### config.mk
export PLATFORM = sky130hd
export DESIGN_NAME = apsp_ctrl
export DESIGN_NICKNAME = d
export VERILOG_FILES = /design/src/rtl/apsp_pkg.sv /design/src/rtl/apsp_ctrl.sv
export VERILOG_INCLUDE_DIRS = /design/src /design/src/rtl
export SDC_FILE = /design/constraint.sdc
export NUM_CORES = 1
export LEC_CHECK = 0
export BUFFER_PORTS_ARGS = -buffer_cell sky130_fd_sc_hd__buf_2
export CAP_MARGIN = 20
export CORE_MARGIN = 2
export CORE_UTILIZATION = 55
export DETAILED_ROUTE_END_ITERATION = 12
export PLACE_DENSITY = 0.86
export SYNTH_ARGS = -nofsm -noshare
export SYNTH_HDL_FRONTEND = slang
export SYNTH_SLANG_ARGS = --single-unit
### constraint.sdc
create_clock -name clk_i -period 3.8 [get_ports clk_i]
set_input_delay 0.57 -clock clk_i [delete_from_list [all_inputs] [get_ports clk_i]]
set_output_delay 0.57 -clock clk_i [all_outputs]
set_load 0.03 [all_outputs]
### src/rtl/all_pairs_shortest_paths_macros.svh
// ----------------------------------------------------------------------------
// All-pairs shortest paths: assertion macros
// Short forms for the concurrent checks, clocked on clk_i, off during reset.
// ----------------------------------------------------------------------------
`ifndef ALL_PAIRS_SHORTEST_PATHS_MACROS_SVH
`define ALL_PAIRS_SHORTEST_PATHS_MACROS_SVH

// Check a property on every rising edge outside reset.
`define APSP_ASSERT(name, prop, msg) \
  name: assert property (@(posedge clk_i) disable iff (!rst_ni) prop) \
    else $error(msg);

// Check that a condition is followed in the next cycle by another.
`define APSP_ASSERT_NEXT(name, pre, post, msg) \
  `APSP_ASSERT(name, (pre) |=> (post), msg)

`endif

### src/rtl/apsp_pkg.sv
// ----------------------------------------------------------------------------
// All-pairs shortest paths: package
// Field widths, item kinds, register indexes and controller/datapath links.
// ----------------------------------------------------------------------------
package apsp_pkg;

  localparam int MAX_NODES_DEF   = 16;
  localparam int WEIGHT_BITS_DEF = 32;

  localparam int KIND_W     = 3;
  localparam int NODE_W     = 4;
  localparam int IN_W       = 32;
  localparam int OUT_W      = 32;
  localparam int CNT_W      = 5;
  localparam int CFG_IDX_W  = 1;
  localparam int CFG_DATA_W = 5;

  localparam logic [CNT_W-1:0] NODE_COUNT_RST = CNT_W'(16);

  typedef enum logic [KIND_W-1:0] {
    KIND_CLEAR   = 3'd0,
    KIND_ADD     = 3'd1,
    KIND_COMPUTE = 3'd2,
    KIND_DIST    = 3'd3,
    KIND_EDGE    = 3'd4
  } kind_e;

  typedef enum logic [CFG_IDX_W-1:0] {
    CFG_NODE_COUNT = 1'b0,
    CFG_DIRECTED   = 1'b1
  } cfg_idx_e;

  // controller -> datapath
  typedef struct packed {
    logic load;
    logic cnt_clr;
    logic wipe;
    logic add;
    logic mirror;
    logic rd_edge;
    logic rd_dist;
    logic init;
    logic step_j;
    logic row_next;
    logic rd_ik;
    logic ld_ik;
    logic relax;
    logic respond;
  } cmd_t;

  // datapath -> controller
  typedef struct packed {
    logic [KIND_W-1:0] kind;
    logic              in_range;
    logic              directed;
    logic              wipe_last;
    logic              a_last;
    logic              b_last;
    logic              k_last;
    logic              ik_reach;
    logic              out_free;
  } stat_t;

endpackage

### src/rtl/apsp_ctrl.sv
// ----------------------------------------------------------------------------
// All-pairs shortest paths: controller
// Sequences clearing, edge writes, reads and the Floyd-Warshall sweep.
// ----------------------------------------------------------------------------
`include "all_pairs_shortest_paths_macros.svh"

module apsp_ctrl import apsp_pkg::*; (
  input  logic  clk_i,
  input  logic  rst_ni,
  input  logic  in_valid_i,
  output logic  in_ready_o,
  input  stat_t st_i,
  output cmd_t  cmd_o
);

  typedef enum logic [11:0] {
    S_WIPE     = 12'b0000_0000_0001,
    S_IDLE     = 12'b0000_0000_0010,
    S_DECODE   = 12'b0000_0000_0100,
    S_CLEAR    = 12'b0000_0000_1000,
    S_MIRROR   = 12'b0000_0001_0000,
    S_INIT     = 12'b0000_0010_0000,
    S_INIT_END = 12'b0000_0100_0000,
    S_ROWK     = 12'b0000_1000_0000,
    S_LDIK     = 12'b0001_0000_0000,
    S_RELAX    = 12'b0010_0000_0000,
    S_NEXTROW  = 12'b0100_0000_0000,
    S_RESP     = 12'b1000_0000_0000
  } state_e;

  state_e state_q, state_d;

  always_ff @(posedge clk_i or negedge rst_ni) begin
    if (!rst_ni) begin
      state_q <= S_WIPE;
    end else begin
      state_q <= state_d;
    end
  end

  always_comb begin
    cmd_o      = '0;
    state_d    = state_q;
    in_ready_o = 1'b0;
    case (state_q)
      S_WIPE: begin
        cmd_o.wipe = 1'b1;
        if (st_i.wipe_last) state_d = S_IDLE;
      end
      S_IDLE: begin
        in_ready_o = 1'b1;
        if (in_valid_i) begin
          cmd_o.load = 1'b1;
          state_d    = S_DECODE;
        end
      end
      S_DECODE: begin
        state_d = S_RESP;
        case (st_i.kind)
          KIND_CLEAR: begin
            cmd_o.cnt_clr = 1'b1;
            state_d       = S_CLEAR;
          end
          KIND_ADD: begin
            if (st_i.in_range) begin
              cmd_o.add = 1'b1;
              if (!st_i.directed) state_d = S_MIRROR;
            end
          end
          KIND_COMPUTE: begin
            cmd_o.cnt_clr = 1'b1;
            state_d       = S_INIT;
          end
          KIND_DIST: cmd_o.rd_dist = st_i.in_range;
          KIND_EDGE: cmd_o.rd_edge = st_i.in_range;
          default:   state_d = S_RESP;
        endcase
      end
      S_CLEAR: begin
        cmd_o.wipe = 1'b1;
        if (st_i.wipe_last) state_d = S_RESP;
      end
      S_MIRROR: begin
        cmd_o.mirror = 1'b1;
        state_d      = S_RESP;
      end
      S_INIT: begin
        cmd_o.init = 1'b1;
        if (st_i.b_last) begin
          cmd_o.row_next = 1'b1;
          if (st_i.a_last) state_d = S_INIT_END;
        end else begin
          cmd_o.step_j = 1'b1;
        end
      end
      S_INIT_END: begin
        cmd_o.cnt_clr = 1'b1;
        state_d       = S_ROWK;
      end
      S_ROWK: begin
        cmd_o.rd_ik = 1'b1;
        state_d     = S_LDIK;
      end
      S_LDIK: begin
        if (st_i.ik_reach) begin
          cmd_o.ld_ik = 1'b1;
          state_d     = S_RELAX;
        end else begin
          state_d = S_NEXTROW;
        end
      end
      S_RELAX: begin
        cmd_o.relax  = 1'b1;
        cmd_o.step_j = 1'b1;
        if (st_i.b_last) state_d = S_NEXTROW;
      end
      S_NEXTROW: begin
        cmd_o.row_next = 1'b1;
        state_d = (st_i.a_last && st_i.k_last) ? S_RESP : S_ROWK;
      end
      S_RESP: begin
        if (st_i.out_free) begin
          cmd_o.respond = 1'b1;
          state_d       = S_IDLE;
        end
      end
      default: state_d = S_WIPE;
    endcase
  end

  `APSP_ASSERT(a_decode_after_idle, (state_q == S_DECODE) |-> ($past(state_q) == S_IDLE), "decode without an accepted item")
  `APSP_ASSERT_NEXT(a_row_end, (state_q == S_RELAX) && st_i.b_last, state_q == S_NEXTROW, "relax row did not end")
  `APSP_ASSERT_NEXT(a_resp_done, (state_q == S_RESP) && st_i.out_free, state_q == S_IDLE, "response not issued")

endmodule

### After elaboration in Yosys (flattened, before gate mapping)

Cells that the tools add are included.
W data, S select, Z words.

* reductions and logical operators: 5
* muxes and demuxes: 37
* eq/ne operators: 23

Operators by type and width (number)
* $pmux W12 S12: 1
* $mux W12: 10
* $pmux W12 S3: 1
* $mux W1: 20
* $ne A2 B2 Y1 const B: 7
* $eq A12 B1 Y1 const B: 1
* $eq A12 B10 Y1 const B: 1
* $eq A12 B11 Y1 const B: 1
* $eq A12 B12 Y1 const B: 1
* $eq A12 B2 Y1 const B: 1
* $eq A12 B3 Y1 const B: 1
* $eq A12 B4 Y1 const B: 1
* $eq A12 B5 Y1 const B: 1
* $eq A12 B6 Y1 const B: 1
* $eq A12 B7 Y1 const B: 1
* $eq A12 B8 Y1 const B: 1
* $eq A12 B9 Y1 const B: 1
* $mux W11: 1
* $reduce_and A7 Y1: 1
* $eq A3 B2 Y1 const B: 2
* $pmux W1 S2: 3
* $reduce_or A2 Y1: 2
* $eq A3 B1 Y1 const B: 1
* $eq A3 B3 Y1 const B: 1
* 3 further kinds: 3

* bits in registers: 12
* word-level logic and storage cells: 66

### Depth between registers and ports, before layout

Gate-level depths: netlist of run 1.

* word-level depth: 4
* depth in mapped cells: 7

### Least setup slack after synthesis of run 1

Ideal clock, no wire load.

* kind: register to output
* start point: register state_q[5]
* end point: output port cmd_o[13] (netlist name)
* path slack: 0.932 ns
* data required time: 3.230 ns
* arrival time: 2.298 ns
* stages on the path, launching flop included: 6
* path through: dfrtp_1 -> buf_2 -> nor4_1 -> nand2_1 -> nor4_2 -> and2_1

RTL lines
* start: declaration: line apsp_ctrl.sv:31 `state_e state_q, state_d;`
* start signal: assignment: line apsp_ctrl.sv:37 `state_q <= state_d;`
* end: declaration: line apsp_ctrl.sv:13 `output cmd_t cmd_o`

==> summary.txt, run 1 <==
routed length on met2: 1090 um
row count: 15
Least-Margin Pin Slew: 0.692 ns
CP required: 3.23 ns
Place WS: 1.02 ns
CP Cell Sequence: nor4_1 > nand2_1 > nor4_1 > a21o_1 > buf_2
vias in the first global route: 876
Setup violations, final: 0
Pwr Density: 460 mW/mm^2
Largest regs: state_q: 12 flops
leakage power: 0.629 nW
# diodes: 0
clock power share: 19.2%
global route total overflow: 0
Mapped Nets: 139
Compound-Gate Fraction of Synth Area: 14.3%
Post-synth EDFFs: 0
cell count after synthesis: 125
final hold violations: 0
Hold Slack: 0.151 ns
arrival time worst endpoint: 2.63 ns
Net Sw Frac: 43.1%
Pre-antenna DRT Iters: 4
pin count of the biggest net entering global routing: 14
Synth cell types: 45
Logic pwr share: 47.2%
clk buf depth: 2
Post-Synth Adder-Cell Area: 0%
final slew viol count: 0
max reg flops: 12
top sig layer: met4
Final GP Congestion: 0.876
total track usage: 24.7%
DIE WIDTH: 47.7 um
crit-path max FO: 12
Largest Register: state_q
fmax: 312 MHz
share of the synthesized area in the top cell type: 26.2%
Hold Crit Class: input pin to asynchronous set/reset pin
Post-DP HPWL: 1870 um
Buffers on Ports: 28
clk_skew: 0.0110 ns
layout cells sized above 1: 30.8%
top cells by area, synth: dfrtp_1, nor4_1, nor2_1
ys flop type: dfrtp_1
# H-tree levels: 1
Core ar.: 0.00176 mm^2
Avg Cell Area, Syn: 8.42 um^2
drt total wl: 2500 um
Worst setup SP type: flop
Slew Limit Headroom: 53.5%
routed wl met3: 244 um
CP max-delay cell: nor4_1
Initial Utilization: 59.6%
final worst setup slack: 0.599 ns
Die Y: 47.7 um
routed length per instance: 14.6 um
mux cell area share after synthesis: 1.43%
sw power: 238 uW
most frequent CP cell: nor4_1
num ports: 29
slowest stage delay, CP: 0.64 ns
Routed met1 length: 1100 um
VDD IR-drop max: 0.413 mV
max_cap viols: 0
post-synthesis simple-gate area fraction: 41.6%
first-pass GRT wire length: 3910 um
Flop pwr share: 33.6%
footprint of the multi-input gates: 664 um^2
Synth Register Bits: 12
CTS Hold Bufs: 0
Final min period: 3.20 ns
outcome: completed
post-layout util: 68.1%
unrepaired setup endpoints after global routing: no
Final nets: 161
clock sinks: 12
drt first-iter violations: 60
CTS tree: yes
largest family of logic cells by synthesized area: simple AND/OR/NAND/NOR gates
most area-hungry cell type in the Yosys netlist: dfrtp_1
Setup crit end kind: output pin
synthesized area: 0.00105 mm^2
via count: 1067
yosys warns: 0
DRC: 0
die area: 0.00228 mm^2
final period utilization: 84.2%
async set-reset flop share out of synthesis: 100%
Worst-Skew Late Latency: 0.28 ns
Cell Int Power: 314 uW
Seq/Total Area, Yosys: 28.7%
Top delay family on crit path: simple AND/OR/NAND/NOR gates
Fillers: 173
Post-CTS Resized: 0
drt via density: 6.24
Root Driver: clkbuf_4
XOR/XNOR Fraction of Synth Area: 5.83%
Area Growth Syn to Fin: 14.1%
setup tns final: 0 ns
total CTS buffers: 3
ANT nets after route: 0
CP Buf/Inv Count: 1
WS Path Type: flop to output pin
post-CTS setup buffers: 0
initial antenna violation count: 0
CTS clk-pin slew, worst paths: 0.09 ns
Sequential Area: 302 um^2
-- Yosys cell counts, types with 3 or more instances --
cell type / count
nand2b_1: 4
nor2b_1: 3
and4_1: 3
nor2_1: 12
and4b_1: 3
xnor2_1: 4
nand2_1: 6
dfrtp_1: 11
xor2_1: 3
clkbuf_1: 6
nor3_1: 6
o22ai_1: 3
o21ai_0: 4
inv_1: 5
nor4_1: 9
-- power by group through the flow --
stage / clock network, mW / registers, mW / logic [mW]
after global routing: 0.115 / 0.191 / 0.285
after global placement: 0 / 0.187 / 0.251
final: 0.106 / 0.186 / 0.261
after CTS: 0.107 / 0.185 / 0.258
after detailed placement: 0 / 0.187 / 0.256
after floorplan: 0 / 0.152 / 0.231
-- per-stage QoR --
stage / total power [mW] / instance area (um^2) / instances
5_1_grt: 0.591 / 1200 / 171
2_1_floorplan: 0.383 / 1050 / 125
3_3_place_gp: 0.438 / 1160 / 167
4_1_cts: 0.550 / 1200 / 171
3_5_place_dp: 0.443 / 1160 / 167
6_report: 0.553 / 1200 / 171
-- per-layer routing --
metal | GRT usage (%) | vias up
met3 | 2.26 | 7
li1 | - | 507
met4 | 14.1 | 0
met1 | 34.2 | 485
met5 | 0 | -
met2 | 37.6 | 68
-- layout make-up --
type | count | area share (%)
clock buffer | 4 | 3.02
inverter | 6 | 2.29
multi-input combinational | 96 | 55.3
sequential | 12 | 25.1
tap | 25 | 2.60
timing repair buffer | 28 | 11.7
-- layout by cell type (no fill, tap or decap), drive strengths merged, types with 2 or more instances in the layout --
cell type / n
dfrtp: 11
nand4b: 2
nand4: 2
and4: 3
o21ai: 6
nand2: 6
a22o: 2
nor3: 6
and4b: 3
xnor2: 4
o21bai: 2
buf: 28
nand3: 2
or4: 3
clkbuf: 4
nand2b: 4
o22ai: 3
or3: 2
a21o: 2
xor2: 3
nor2b: 3
nor2: 12
and3: 2
nor4: 11
inv: 5
and2: 2
or3b: 2
-- kinds of logic after synthesis --
logic type | count (synthesis)
mux | 1
xor+xnor | 7
flops | 12
buf+inv | 17
simple gates | 68
compound gates | 20
-- final timing paths --
| kind | startpoint | slack, ns | cells after the start | endpoint |
|---|---|---|---|---|
| worst max-delay path | state_q[3] | 0.60 | 5 | cmd_o[4] |
| worst min-delay path | rst_ni | 0.15 | 1 | state_q[8] |
| worst max register to register | state_q[3] | 1.34 | 5 | state_q[11] |
| worst min register to register | state_q[5] | 0.67 | 1 | state_q[5] |
| max in group asynchronous | rst_ni | 3.36 | 1 | state_q[0] |
| min in group clk_i | st_i[6] | 0.44 | 2 | state_q[4] |
Note: power is estimated with default switching activity, not from simulation.
==> run 2: changes to the inputs <==
--- a/config.mk
+++ b/config.mk
@@ -9,9 +9,9 @@
 export BUFFER_PORTS_ARGS = -buffer_cell sky130_fd_sc_hd__buf_2
 export CAP_MARGIN = 20
 export CORE_MARGIN = 2
-export CORE_UTILIZATION = 55
+export CORE_UTILIZATION = 51
 export DETAILED_ROUTE_END_ITERATION = 12
-export PLACE_DENSITY = 0.86
+export PLACE_DENSITY = 0.81
 export SYNTH_ARGS = -nofsm -noshare
 export SYNTH_HDL_FRONTEND = slang
 export SYNTH_SLANG_ARGS = --single-unit
==> constraint.sdc (replaced) <==
create_clock -name clk_i -period 3.2 [get_ports clk_i]
set_input_delay 0.48 -clock clk_i [delete_from_list [all_inputs] [get_ports clk_i]]
set_output_delay 0.48 -clock clk_i [all_outputs]
set_load 0.03 [all_outputs]
==> run 2 against run 1 <==
  * Sequential share of layout area increased by 0.16 points
  * Clock-buffer cell count unchanged
  * Sequential power increased by 19%
  * Global-route usage decreased by 3.4 points
  * Cell area decreased by 0.63%
  * Critical path type unchanged
  * Largest cell class unchanged
==> summary.txt, run 2 (same netlist as run 1, synthesis figures left out) <==
global route total overflow: 0 (unchanged)
Final min period: 2.90 ns
WS Path Type: flop to output pin
final period utilization: 90.6%
drt via density: 5.97 (-4.3%)
Slew Limit Headroom: 53.5% (about the same)
Largest regs: state_q: 12 flops
final slew viol count: 0 (unchanged)
most frequent cells in the layout: buf_2, nor2_1, dfrtp_1
total track usage: 21.3% (-3.4 points)
routed length per instance: 14.0 um (-4.0%)
clk buf depth: 2 (unchanged)
# diodes: 0 (unchanged)
leakage power: 0.623 nW (-0.96%)
Worst setup SP type: flop
Die Y: 49.4 um (+3.5%)
layout cells sized above 1: 30.1% (-0.68 points)
Largest Register: state_q
Setup crit end kind: output pin
Area Growth Syn to Fin: 13.4%
Buffers on Ports: 28 (unchanged)
pin count of the biggest net entering global routing: 14 (unchanged)
arrival time worst endpoint: 2.42 ns (-0.21 ns)
setup tns final: 0 ns (unchanged)
CTS tree: yes
fmax: 345 MHz
ANT nets after route: 0 (unchanged)
num ports: 29 (unchanged)
DIE WIDTH: 49.4 um (+3.5%)
Hold Slack: 0.0705 ns (-0.0806 ns)
Post-DP HPWL: 1850 um (-0.74%)
max_cap viols: 0 (unchanged)
Pre-antenna DRT Iters: 4 (unchanged)
CTS clk-pin slew, worst paths: 0.08 ns (about the same)
Fillers: 195 (+13%)
CP required: 2.72 ns (-0.51 ns)
unrepaired setup endpoints after global routing: no
Post-CTS Resized: 0 (unchanged)
clk_skew: 0.00445 ns (-0.00651 ns)
Worst-Skew Late Latency: 0.28 ns (about the same)
Least-Margin Pin Slew: 0.691 ns (-0.000586 ns)
Place WS: 0.665 ns (-0.353 ns)
outcome: completed
Core ar.: 0.00196 mm^2 (+11%)
Pwr Density: 529 mW/mm^2 (+15%)
via count: 1033 (-3.2%)
DRC: 0 (unchanged)
Hold Crit Class: input pin to asynchronous set/reset pin
vias in the first global route: 912 (+4.1%)
post-CTS setup buffers: 0 (unchanged)
drt first-iter violations: 34 (-43%)
Initial Utilization: 53.6% (-6.0 points)
total CTS buffers: 3 (unchanged)
final worst setup slack: 0.300 ns (-0.299 ns)
row count: 16 (+1)
die area: 0.00244 mm^2 (+7.2%)
initial antenna violation count: 0 (unchanged)
Root Driver: clkbuf_4
clock sinks: 12 (unchanged)
crit-path max FO: 9 (-3)
Final nets: 161 (unchanged)
commonest non-fill, non-tap cell in the layout: buf_2
Setup violations, final: 0 (unchanged)
Final GP Congestion: 0.978 (+12%)
post-route insts no fill: 173 (+1.2%)
max reg flops: 12 (unchanged)
placed cells: 169 (+1.2%)
# H-tree levels: 1 (unchanged)
VDD IR-drop max: 0.402 mV (-2.7%)
final hold violations: 0 (unchanged)
first-pass GRT wire length: 4000 um (+2.1%)
drt total wl: 2430 um (-2.9%)
CTS Hold Bufs: 0 (unchanged)
run 2: cell counts in the layout (fill, tap and decap cells not counted):
Identical to the previous run, type by type.
run 2: power by group:
part | internal (mW) | switching [mW] | total (mW)
sequential | 0.174 | 0.0467 | 0.221
clock | 0.0484 | 0.0528 | 0.101
combinational | 0.130 | 0.180 | 0.309
run 2: final timing paths:
kind                                   from         end  slack, ns  cells past startpoint
worst max-delay path             state_q[5]    cmd_o[4]       0.30                      5
worst max register to register  state_q[11]  state_q[0]       0.95                      5
worst min-delay path                 rst_ni  state_q[6]       0.07                      1
max in group asynchronous            rst_ni  state_q[0]       2.85                      1
min in group clk_i                  st_i[6]  state_q[4]       0.36                      2
worst min register to register   state_q[5]  state_q[5]       0.68                      1
run 2: cell type report:
type                    instances  area, um^2  share of cell area [%]
well taps                      27        33.8                    2.83
inverters                       6        27.5                    2.31
clock buffers                   4        26.3                    2.20
flip-flops and latches         12         302                    25.3
multi-input cells              96         664                    55.7
repair buffers                 28         140                    11.7
run 2: worst max-delay path, stage by stage (launching register included):
cell     delay [ns]
dfrtp_1        0.47
nor4_1         0.66
nand2_1        0.20
nor4_1         0.49
a21o_1         0.14
buf_2          0.19
run 2: per-stage QoR:
stage / area, um^2 / util, % / total power [mW]
4_1_cts: 1190 / 60.8 / 0.631
6_report: 1190 / 60.8 / 0.631
2_1_floorplan: 1050 / - / 0.455
3_5_place_dp: 1170 / 59.5 / 0.526
3_3_place_gp: 1170 / 59.5 / 0.522
5_1_grt: 1190 / 60.8 / 0.673
run 2: layer usage:
metal / global-route usage (%) / part of all wire, % / vias to the layer above
met1: 27.5 / 45 / 467
met4: 13.4 / 3.1 / 0
met5: 0 / 0 / -
met3: 2.45 / 6.6 / 10
met2: 33.6 / 45 / 52
li1: - / - / 504
